<file path="config.mk">
export PLATFORM = sky130hd
export DESIGN_NAME = tcp_checksum_offload_unit
export DESIGN_NICKNAME = d
export VERILOG_FILES = /design/src/sv/tco_pkg.sv /design/src/sv/tco_front.sv /design/src/sv/tco_queue.sv /design/src/sv/tco_back.sv /design/src/sv/tcp_checksum_offload_unit.sv
export SDC_FILE = /design/constraint.sdc
export NUM_CORES = 1
export LEC_CHECK = 0
export BUFFER_PORTS_ARGS = -buffer_cell sky130_fd_sc_hd__buf_2
export CORE_MARGIN = 3
export CORE_UTILIZATION = 40
export DETAILED_ROUTE_END_ITERATION = 12
export GPL_ROUTABILITY_DRIVEN = 0
export GPL_TIMING_DRIVEN = 0
export PLACE_DENSITY_LB_ADDON = 0.08
export SYNTH_ARGS = -nofsm -noshare
export SYNTH_HDL_FRONTEND = slang
export SYNTH_SLANG_ARGS = --single-unit
</file>
<file path="constraint.sdc">
create_clock -name i_clk -period 11.05 [get_ports i_clk]
set_input_delay 0.5525 -clock i_clk [delete_from_list [all_inputs] [get_ports i_clk]]
set_output_delay 0.5525 -clock i_clk [all_outputs]
set_load 0.005 [all_outputs]
</file>
<file path="src/sv/tco_pkg.sv">
// ----------------------------------------------------------------------------
// tco_pkg
// types, constants and the one's complement adder shared by the checksum
// offload unit and its sub-blocks
// ----------------------------------------------------------------------------
`default_nettype none

package tco_pkg;

    localparam int QUEUE_DEPTH = 2;
    localparam int CFG_IDX_W   = 8;

    localparam logic [15:0] PROTO_TCP = 16'd6;

    // register indexes of the configuration port
    localparam logic [CFG_IDX_W-1:0] CFG_SOURCE_ADDRESS = 8'd0;
    localparam logic [CFG_IDX_W-1:0] CFG_DEST_ADDRESS   = 8'd1;

    typedef struct packed {
        logic [7:0] data_byte;
        logic       last_byte;
    } t_in_beat;

    typedef struct packed {
        logic [15:0] checksum;
        logic [15:0] segment_length;
    } t_out_beat;

    // one finished segment, handed from the front to the back
    typedef struct packed {
        logic [15:0] sum;
        logic [15:0] length;
    } t_seg_rec;

    // 16-bit add with end-around carry; the refold cannot carry again
    function automatic logic [15:0] oc_add(input logic [15:0] a, input logic [15:0] b);
        logic [16:0] s;
        s = {1'b0, a} + {1'b0, b};
        return s[15:0] + {15'd0, s[16]};
    endfunction

endpackage

`default_nettype wire

</file>
<file path="src/sv/tco_front.sv">
// ----------------------------------------------------------------------------
// tco_front
// pairs segment bytes into words, keeps the running sum and byte count,
// and emits one record per segment on the last byte
// ----------------------------------------------------------------------------
`default_nettype none

module tco_front (
    input  wire logic              i_clk,
    input  wire logic              i_rst_n,
    input  wire logic              i_in_valid,
    output logic                   o_in_ready,
    input  wire tco_pkg::t_in_beat i_in_data,
    input  wire logic              i_q_full,
    output logic                   o_push,
    output tco_pkg::t_seg_rec      o_rec
);

    logic [15:0] r_sum,   n_sum;
    logic [15:0] r_count, n_count;
    logic [7:0]  r_hi,    n_hi;
    logic        r_odd,   n_odd;

    logic        accept;
    logic [15:0] word;
    logic [15:0] sum_w;
    logic [15:0] count_inc;

    assign o_in_ready = !i_q_full;
    assign accept     = i_in_valid && o_in_ready;

    // a trailing unpaired byte goes in high with a zero low byte
    assign word      = r_odd ? {r_hi, i_in_data.data_byte} : {i_in_data.data_byte, 8'h00};
    assign sum_w     = tco_pkg::oc_add(r_sum, word);
    assign count_inc = r_count + 16'd1;

    assign o_push       = accept && i_in_data.last_byte;
    assign o_rec.sum    = sum_w;
    assign o_rec.length = count_inc;

    always_comb begin
        n_sum   = r_sum;
        n_count = r_count;
        n_hi    = r_hi;
        n_odd   = r_odd;
        if (accept) begin
            if (i_in_data.last_byte) begin
                n_sum   = '0;
                n_count = '0;
                n_hi    = '0;
                n_odd   = 1'b0;
            end else if (r_odd) begin
                n_sum   = sum_w;
                n_count = count_inc;
                n_hi    = '0;
                n_odd   = 1'b0;
            end else begin
                n_count = count_inc;
                n_hi    = i_in_data.data_byte;
                n_odd   = 1'b1;
            end
        end
    end

    always_ff @(posedge i_clk) begin
        if (!i_rst_n) begin
            r_sum   <= '0;
            r_count <= '0;
            r_hi    <= '0;
            r_odd   <= 1'b0;
        end else begin
            r_sum   <= n_sum;
            r_count <= n_count;
            r_hi    <= n_hi;
            r_odd   <= n_odd;
        end
    end

endmodule

`default_nettype wire

</file>
<file path="src/sv/tco_queue.sv">
// ----------------------------------------------------------------------------
// tco_queue
// short fifo of segment records between the front and the back
// ----------------------------------------------------------------------------
`default_nettype none

module tco_queue #(
    parameter int DEPTH = tco_pkg::QUEUE_DEPTH
) (
    input  wire logic              i_clk,
    input  wire logic              i_rst_n,
    input  wire logic              i_push,
    input  wire tco_pkg::t_seg_rec i_rec,
    input  wire logic              i_pop,
    output tco_pkg::t_seg_rec      o_rec,
    output logic                   o_empty,
    output logic                   o_full
);

    localparam int PTR_W = (DEPTH > 1) ? $clog2(DEPTH) : 1;
    localparam int CNT_W = $clog2(DEPTH + 1);
    localparam logic [PTR_W-1:0] PTR_LAST = PTR_W'(DEPTH - 1);
    localparam logic [CNT_W-1:0] CNT_FULL = CNT_W'(DEPTH);

    tco_pkg::t_seg_rec r_mem [DEPTH];
    logic [PTR_W-1:0]  r_wr_ptr, n_wr_ptr;
    logic [PTR_W-1:0]  r_rd_ptr, n_rd_ptr;
    logic [CNT_W-1:0]  r_count,  n_count;

    assign o_empty = (r_count == '0);
    assign o_full  = (r_count == CNT_FULL);
    assign o_rec   = r_mem[r_rd_ptr];

    always_comb begin
        n_wr_ptr = r_wr_ptr;
        n_rd_ptr = r_rd_ptr;
        n_count  = r_count;
        if (i_push) begin
            n_wr_ptr = (r_wr_ptr == PTR_LAST) ? '0 : r_wr_ptr + 1'b1;
        end
        if (i_pop) begin
            n_rd_ptr = (r_rd_ptr == PTR_LAST) ? '0 : r_rd_ptr + 1'b1;
        end
        if (i_push && !i_pop) begin
            n_count = r_count + 1'b1;
        end else if (i_pop && !i_push) begin
            n_count = r_count - 1'b1;
        end
    end

    always_ff @(posedge i_clk) begin
        if (!i_rst_n) begin
            r_wr_ptr <= '0;
            r_rd_ptr <= '0;
            r_count  <= '0;
        end else begin
            r_wr_ptr <= n_wr_ptr;
            r_rd_ptr <= n_rd_ptr;
            r_count  <= n_count;
        end
    end

    always_ff @(posedge i_clk) begin
        if (i_push) begin
            r_mem[r_wr_ptr] <= i_rec;
        end
    end

`ifndef SYNTHESIS
    a_no_overflow: assert property (@(posedge i_clk) disable iff (!i_rst_n)
        !(i_push && o_full && !i_pop))
        else $error("record pushed into a full queue");

    a_no_underflow: assert property (@(posedge i_clk) disable iff (!i_rst_n)
        !(i_pop && o_empty))
        else $error("record popped from an empty queue");

    a_count_bound: assert property (@(posedge i_clk) disable iff (!i_rst_n)
        r_count <= CNT_FULL)
        else $error("queue fill count out of range");

    a_count_track: assert property (@(posedge i_clk) disable iff (!i_rst_n)
        (i_push && !i_pop) |=> (r_count == $past(r_count) + 1'b1))
        else $error("queue fill count missed a push");
`endif

endmodule

`default_nettype wire

</file>
<file path="src/sv/tco_back.sv">
// ----------------------------------------------------------------------------
// tco_back
// adds the pseudo-header to each segment record, inverts, and holds the
// result in the output register
// ----------------------------------------------------------------------------
`default_nettype none

module tco_back (
    input  wire logic              i_clk,
    input  wire logic              i_rst_n,
    input  wire tco_pkg::t_seg_rec i_rec,
    input  wire logic              i_q_empty,
    output logic                   o_pop,
    input  wire logic [31:0]       i_source_address,
    input  wire logic [31:0]       i_dest_address,
    output logic                   o_out_valid,
    input  wire logic              i_out_ready,
    output tco_pkg::t_out_beat     o_out_data
);

    logic        r_a_vld;
    logic [15:0] r_p0, r_p1, r_p2, r_len;
    logic        r_o_vld;
    tco_pkg::t_out_beat r_out;

    logic        adv_o;
    logic        adv_a;
    logic [15:0] n_p0, n_p1, n_p2;
    logic [15:0] n_sum;

    assign adv_o = !r_o_vld || i_out_ready;
    assign adv_a = !r_a_vld || adv_o;
    assign o_pop = adv_a && !i_q_empty;

    // first level: three pairs of the seven words
    assign n_p0 = tco_pkg::oc_add(i_rec.sum, i_source_address[31:16]);
    assign n_p1 = tco_pkg::oc_add(i_source_address[15:0], i_dest_address[31:16]);
    assign n_p2 = tco_pkg::oc_add(i_dest_address[15:0], i_rec.length);

    // second level: the pairs and the protocol word
    assign n_sum = tco_pkg::oc_add(tco_pkg::oc_add(r_p0, r_p1),
                                   tco_pkg::oc_add(r_p2, tco_pkg::PROTO_TCP));

    always_ff @(posedge i_clk) begin
        if (!i_rst_n) begin
            r_a_vld <= 1'b0;
            r_o_vld <= 1'b0;
        end else begin
            if (adv_a) begin
                r_a_vld <= !i_q_empty;
            end
            if (adv_o) begin
                r_o_vld <= r_a_vld;
            end
        end
    end

    always_ff @(posedge i_clk) begin
        if (adv_a) begin
            r_p0  <= n_p0;
            r_p1  <= n_p1;
            r_p2  <= n_p2;
            r_len <= i_rec.length;
        end
        if (adv_o) begin
            r_out.checksum       <= ~n_sum;
            r_out.segment_length <= r_len;
        end
    end

    assign o_out_valid = r_o_vld;
    assign o_out_data  = r_out;

endmodule

`default_nettype wire

</file>
<file path="src/sv/tcp_checksum_offload_unit.sv">
// the record of a segment's accepted last byte passes the record queue, the pair registers and the output register
// throughput: one byte beat per cycle while the record queue is not full, with no gap between segments
// results leave at up to one per cycle; the two-entry record queue and the
// back pipeline let the byte side run on while results wait for the sink
// reset: synchronous active-low i_rst_n clears sums, counts, queue, valids and
// both address registers to zero; there is no clearing pass after reset
// ----------------------------------------------------------------------------
// tcp_checksum_offload_unit
// streaming tcp checksum with ipv4 pseudo-header over a byte stream
// ----------------------------------------------------------------------------
`default_nettype none

module tcp_checksum_offload_unit #(
    parameter int QUEUE_DEPTH = tco_pkg::QUEUE_DEPTH
) (
    input  wire logic                          i_clk,
    input  wire logic                          i_rst_n,
    // segment byte beats
    input  wire logic                          i_in_valid,
    output logic                               o_in_ready,
    input  wire tco_pkg::t_in_beat             i_in_data,
    // result beats
    output logic                               o_out_valid,
    input  wire logic                          i_out_ready,
    output tco_pkg::t_out_beat                 o_out_data,
    // register writes
    input  wire logic                          i_cfg_valid,
    output logic                               o_cfg_ready,
    input  wire logic [tco_pkg::CFG_IDX_W-1:0] i_cfg_index,
    input  wire logic [31:0]                   i_cfg_data
);

    // pseudo-header addresses, network order
    logic [31:0] r_source_address;
    logic [31:0] r_dest_address;

    // record handoff between front and back
    tco_pkg::t_seg_rec push_rec;
    tco_pkg::t_seg_rec pop_rec;
    logic              push;
    logic              pop;
    logic              q_empty;
    logic              q_full;

    // register writes are always taken; unknown indexes are dropped
    assign o_cfg_ready = 1'b1;

    always_ff @(posedge i_clk) begin
        if (!i_rst_n) begin
            r_source_address <= '0;
            r_dest_address   <= '0;
        end else if (i_cfg_valid) begin
            case (i_cfg_index)
                tco_pkg::CFG_SOURCE_ADDRESS: r_source_address <= i_cfg_data;
                tco_pkg::CFG_DEST_ADDRESS:   r_dest_address   <= i_cfg_data;
                default: ;
            endcase
        end
    end

    // front: byte pairing, running sum and length count, one record per segment
    tco_front u_front (
        .i_clk      (i_clk),
        .i_rst_n    (i_rst_n),
        .i_in_valid (i_in_valid),
        .o_in_ready (o_in_ready),
        .i_in_data  (i_in_data),
        .i_q_full   (q_full),
        .o_push     (push),
        .o_rec      (push_rec)
    );

    // queue: decouples the byte stream from result back-pressure
    tco_queue #(
        .DEPTH (QUEUE_DEPTH)
    ) u_queue (
        .i_clk   (i_clk),
        .i_rst_n (i_rst_n),
        .i_push  (push),
        .i_rec   (push_rec),
        .i_pop   (pop),
        .o_rec   (pop_rec),
        .o_empty (q_empty),
        .o_full  (q_full)
    );

    // back: pseudo-header add tree, inversion and output register
    tco_back u_back (
        .i_clk            (i_clk),
        .i_rst_n          (i_rst_n),
        .i_rec            (pop_rec),
        .i_q_empty        (q_empty),
        .o_pop            (pop),
        .i_source_address (r_source_address),
        .i_dest_address   (r_dest_address),
        .o_out_valid      (o_out_valid),
        .i_out_ready      (i_out_ready),
        .o_out_data       (o_out_data)
    );

endmodule

`default_nettype wire
</file>
==> impl_metrics.xml <==
<?xml version="1.0" encoding="UTF-8"?>
<metrics>
  <group name="clock_tree">
    <metric name="cts.sinks" unit="">272</metric>
    <metric name="max-clock-path-buffers" unit="">3</metric>
    <metric name="htreeDepth" unit="">1</metric>
    <metric name="post_cts_buffers" unit="">0</metric>
    <metric name="cts.hold.buffers_added" unit="">0</metric>
    <metric name="cts_inserted_buffers" unit="">31</metric>
    <metric name="tritoncts" unit="">yes</metric>
    <metric name="worstSkewPairLatency" unit="ns">0.58</metric>
    <metric name="post_cts_resized" unit="">0</metric>
    <metric name="root_buffer" unit="">clkbuf_16</metric>
    <metric name="clock_transition_time_at_the_flip_flop_clock_pins_of_the_worst_setup_and_hold_paths" unit="ns">0.06</metric>
  </group>
  <group name="worst_setup_path">
    <metric name="slowest_stage" unit="">fa_1</metric>
    <metric name="critical_path_origin" unit="">u_back.r_p1[0]</metric>
    <metric name="critPathLaunchType" unit="">register</metric>
    <metric name="end_kind" unit="">register</metric>
    <metric name="worst-setup-path-type" unit="">reg -&gt; reg</metric>
    <metric name="timing.rr.end" unit="">u_back.o_out_data[31]</metric>
    <metric name="cp_top_family" unit="">simple AND/OR/NAND/NOR gates</metric>
    <metric name="timing.rr.start" unit="">u_back.r_p1[0]</metric>
    <metric name="cp_num_buf_inv" unit="">3</metric>
    <metric name="worst_path_largest_cell_delay" unit="ns">0.40</metric>
    <metric name="critPathCapture" unit="">u_back.o_out_data[31]</metric>
    <metric name="cp.arrival" unit="ns">7.99</metric>
    <metric name="cp_data_required_time" unit="ns">11.36</metric>
    <metric name="cp_max_fo" unit="">9</metric>
    <metric name="crit_cells" unit="">34</metric>
    <metric name="reg2reg_setup_slack" unit="ns">3.37</metric>
    <metric name="worst_r2r_path_depth" unit="">34</metric>
  </group>
  <group name="floorplanning">
    <metric name="initial_core_util" unit="">0.408</metric>
    <metric name="core-area" unit="mm²">0.0399</metric>
    <metric name="die_height" unit="µm">208</metric>
    <metric name="fp-row-count" unit="">73</metric>
    <metric name="die_area" unit="mm²">0.0431</metric>
    <metric name="i_o_pins" unit="">89</metric>
    <metric name="die_w" unit="µm">208</metric>
  </group>
  <group name="yosys">
    <metric name="yosysUniqueCellTypes" unit="">76</metric>
    <metric name="synthDominantAreaCellType" unit="">edfxtp_1</metric>
    <metric name="syn-num-nets" unit="">1785</metric>
    <metric name="synth_enable_flop_cells" unit="">160</metric>
    <metric name="synth-warning-count" unit="">0</metric>
    <metric name="ys_ff_latch" unit="">272</metric>
    <metric name="top_cell_type_s_share_of_synthesized_area" unit="">0.295</metric>
    <metric name="ys_top_cells_by_area" unit="">edfxtp_1, dfxtp_1, ha_1</metric>
    <metric name="syn-instance-count" unit="">1611</metric>
    <metric name="synthArstFlopShare" unit="">0</metric>
    <metric name="mappedNetlistArea" unit="mm²">0.0163</metric>
    <metric name="yosysSeqAreaShare" unit="">0.433</metric>
    <metric name="synth_flop_cell" unit="">edfxtp_1</metric>
    <metric name="postSynthAreaPerCell" unit="µm²">10.1</metric>
  </group>
  <group name="place">
    <metric name="post-place-ws" unit="ns">3.35</metric>
    <metric name="place_area" unit="mm²">0.0174</metric>
    <metric name="port-buffer-count" unit="">86</metric>
    <metric name="dp_hpwl" unit="mm">30.6</metric>
  </group>
  <group name="drt">
    <metric name="routedWlPerCell" unit="µm">17.1</metric>
    <metric name="dr_total_vias" unit="">11900</metric>
    <metric name="post_detailed_route_count_of_antenna_violating_nets" unit="">0</metric>
    <metric name="met2RoutedLength" unit="mm">17.9</metric>
    <metric name="drt_iter0_markers" unit="">670</metric>
    <metric name="first_pass_iters" unit="">5</metric>
    <metric name="routed.top_layer" unit="">met4</metric>
    <metric name="drc_errors" unit="">0</metric>
    <metric name="routed-wl-met3" unit="mm">1.51</metric>
    <metric name="detail_route.wirelength" unit="mm">39.0</metric>
    <metric name="drt-vias-per-instance" unit="">5.21</metric>
    <metric name="wl_met1" unit="mm">19.1</metric>
  </group>
  <group name="sta">
    <metric name="timing.setup.tns" unit="ns">0</metric>
    <metric name="setup_viol_count_final" unit="">0</metric>
    <metric name="clock_tree_skew_after_final_layout" unit="ns">0.0108</metric>
    <metric name="min_period_over_period" unit="">0.695</metric>
    <metric name="setup_ws" unit="ns">3.37</metric>
    <metric name="achievable-frequency" unit="MHz">130</metric>
    <metric name="timing.final.max_slew_violations" unit="">0</metric>
    <metric name="fin_crit" unit="ns">7.68</metric>
    <metric name="grt_setup_unrepaired" unit="">false</metric>
    <metric name="worst_slew_pin_slew" unit="ns">0.877</metric>
    <metric name="finalHoldViolCount" unit="">0</metric>
    <metric name="worst_slew_margin_rel" unit="">0.415</metric>
  </group>
  <group name="global_route">
    <metric name="via_count_of_the_first_global_routing_pass" unit="">11400</metric>
    <metric name="grt_use_total" unit="">0.176</metric>
    <metric name="largest_net_degree_at_the_start_of_global_routing" unit="">67</metric>
    <metric name="grt_remaining_overflow" unit="">0</metric>
    <metric name="grt_antenna_before_repair" unit="">0</metric>
    <metric name="global_route_wire_length_before_repair" unit="mm">61.5</metric>
  </group>
  <group name="cells_and_area">
    <metric name="finalInstanceArea" unit="mm²">0.0184</metric>
    <metric name="post_route_cells_drive_above_1_share" unit="">0.120</metric>
    <metric name="fraction_of_the_core_area_covered_by_cells_at_the_end_of_the_flow" unit="">0.461</metric>
    <metric name="area_of_the_multi_input_gates" unit="mm²">0.00889</metric>
    <metric name="final_nets" unit="">1905</metric>
    <metric name="diodes" unit="">0</metric>
    <metric name="register_area" unit="mm²">0.00705</metric>
    <metric name="final_layout_fill_cell_count" unit="">3796</metric>
    <metric name="area.growth.synth_to_final" unit="%">13.2</metric>
  </group>
  <group name="outcome">
    <metric name="status" unit="">completed</metric>
  </group>
  <group name="min_path">
    <metric name="min_path_type" unit="">in -&gt; reg</metric>
  </group>
  <group name="flow_run">
    <metric name="maxCapViolations" unit="">0</metric>
  </group>
  <group name="power_and_ir_drop">
    <metric name="cellPowerDensity" unit="mW/mm²">194</metric>
    <metric name="max-vdd-ir-drop" unit="µV">104</metric>
    <metric name="power.leakage" unit="nW">7.23</metric>
  </group>
</metrics>
[through the flow]
stage	power [W]	std cells	hold WS, ns
3_3_place_gp	0.00257	2222	0.407
2_1_floorplan	0.00225	1611	0.400
3_5_place_dp	0.00258	2223	0.407
5_1_grt	0.00381	2281	0.230
6_report	0.00357	2281	0.257
4_1_cts	0.00361	2281	0.223
[power by group]
part | internal [W] | total (W) | switching (W)
Sequential | 0.00127 | 0.00133 | 0.0000587
Clock | 0.000602 | 0.00102 | 0.000423
Combinational | 0.000519 | 0.00122 | 0.000700
Total | 0.00239 | 0.00357 | 0.00118
[placed cells by master (no fill, tap or decap), types with 5 or more instances in the layout]
| cell type | count |
|---|---|
| a211oi_1 | 17 |
| a21boi_0 | 77 |
| a21o_1 | 31 |
| a21oi_1 | 63 |
| a22oi_1 | 26 |
| a311oi_1 | 5 |
| a31o_2 | 6 |
| a31oi_1 | 11 |
| and2_1 | 24 |
| and3_1 | 23 |
| and4_1 | 5 |
| buf_2 | 87 |
| clkbuf_1 | 54 |
| clkbuf_16 | 31 |
| clkinv_2 | 9 |
| dfxtp_1 | 112 |
| edfxtp_1 | 160 |
| fa_1 | 6 |
| ha_1 | 114 |
| inv_1 | 38 |
| mux2_2 | 40 |
| nand2_1 | 200 |
| nand2b_1 | 14 |
| nand3_1 | 41 |
| nand3b_1 | 5 |
| nand4_1 | 10 |
| nor2_1 | 72 |
| nor2b_1 | 38 |
| nor3_1 | 23 |
| nor4_1 | 11 |
| o211ai_1 | 11 |
| o21a_1 | 14 |
| o21ai_0 | 70 |
| o21bai_1 | 12 |
| o31ai_1 | 11 |
| xnor2_1 | 113 |
| xor2_1 | 79 |
[flip-flops by register name, summed over array words and instances, names as in the netlist, 32 cells and up, named ones only]
name	cells
r_dest_address	32
u_queue.r_mem	64
r_source_address	32
u_back.o_out_data	32
[area by class of cell]
class                   count  area share
inverters                  39     0.00795
flip-flops and latches    272       0.383
clock inverters            18      0.0102
plain buffers              53      0.0111
multi-input cells        1247       0.483
clock buffers              40      0.0450
repair buffers             87      0.0249
well taps                 525      0.0357
[per-layer routing]
| metal | vias to the layer above | track usage |
|---|---|---|
| met5 | - | 0 |
| met4 | 0 | 0.0256 |
| met3 | 35 | 0.0260 |
| met2 | 210 | 0.291 |
| met1 | 5547 | 0.250 |
| li1 | 6099 | - |
[cells by family (layout without fill, tap and decap cells)]
kind of cell / Yosys count / after routing / share of synthesized area
xor gates and xnor gates: 194 / 194 / 0.106
adders and majority gates: 120 / 120 / 0.0950
AOI/OAI and AO/OA: 386 / 386 / 0.161
and+or+nand+nor: 506 / 506 / 0.155
DFF: 272 / 272 / 0.433
other: 1 / 1 / 0.000230
buffers and inverters: 92 / 237 / 0.0215
muxes: 40 / 40 / 0.0277
[worst min path at each step]
stage                     slack (ns)                    end  depth (start not counted)             start
after floorplan                 0.40   u_back.o_out_data[0]                          0   u_back.r_len[0]
after global placement          0.41  u_back.o_out_data[15]                          0  u_back.r_len[15]
after detailed placement        0.41  u_back.o_out_data[13]                          0  u_back.r_len[13]
after CTS                       0.22        u_front.r_hi[4]                          3      i_in_data[5]
after global routing            0.23   r_source_address[30]                          3    i_cfg_data[30]
final                           0.26   r_source_address[26]                          3    i_cfg_data[26]
[worst reg2reg max path, delay by kind of cell, from the launching register on]
family,cells,cell delay [ns]
flip-flops,1,0.33
buffers and inverters,3,0.59
adder cells (fa/ha/maj),5,1.19
AND/OR/NAND/NOR,14,2.86
AO/OA/AOI/OAI,11,2.33
XOR/XNOR,1,0.11
[cells in the mapped netlist, types with 11 or more instances]
cell type  instances
a31oi_1           11
o21bai_1          12
o31ai_1           11
a21o_1            31
a21oi_1           63
o21ai_0           70
nand3_1           41
mux2_2            40
nor3_1            23
dfxtp_1          112
xnor2_1          113
clkbuf_1          47
o211ai_1          11
nor2b_1           38
o21a_1            14
nand2_1          201
ha_1             114
nand2b_1          14
a21boi_0          77
a22oi_1           26
a211oi_1          17
nor4_1            11
edfxtp_1         160
xor2_1            79
and3_1            24
and2_1            24
nor2_1            73
inv_1             39
No activity file was read; power rests on OpenSTA's default activity.
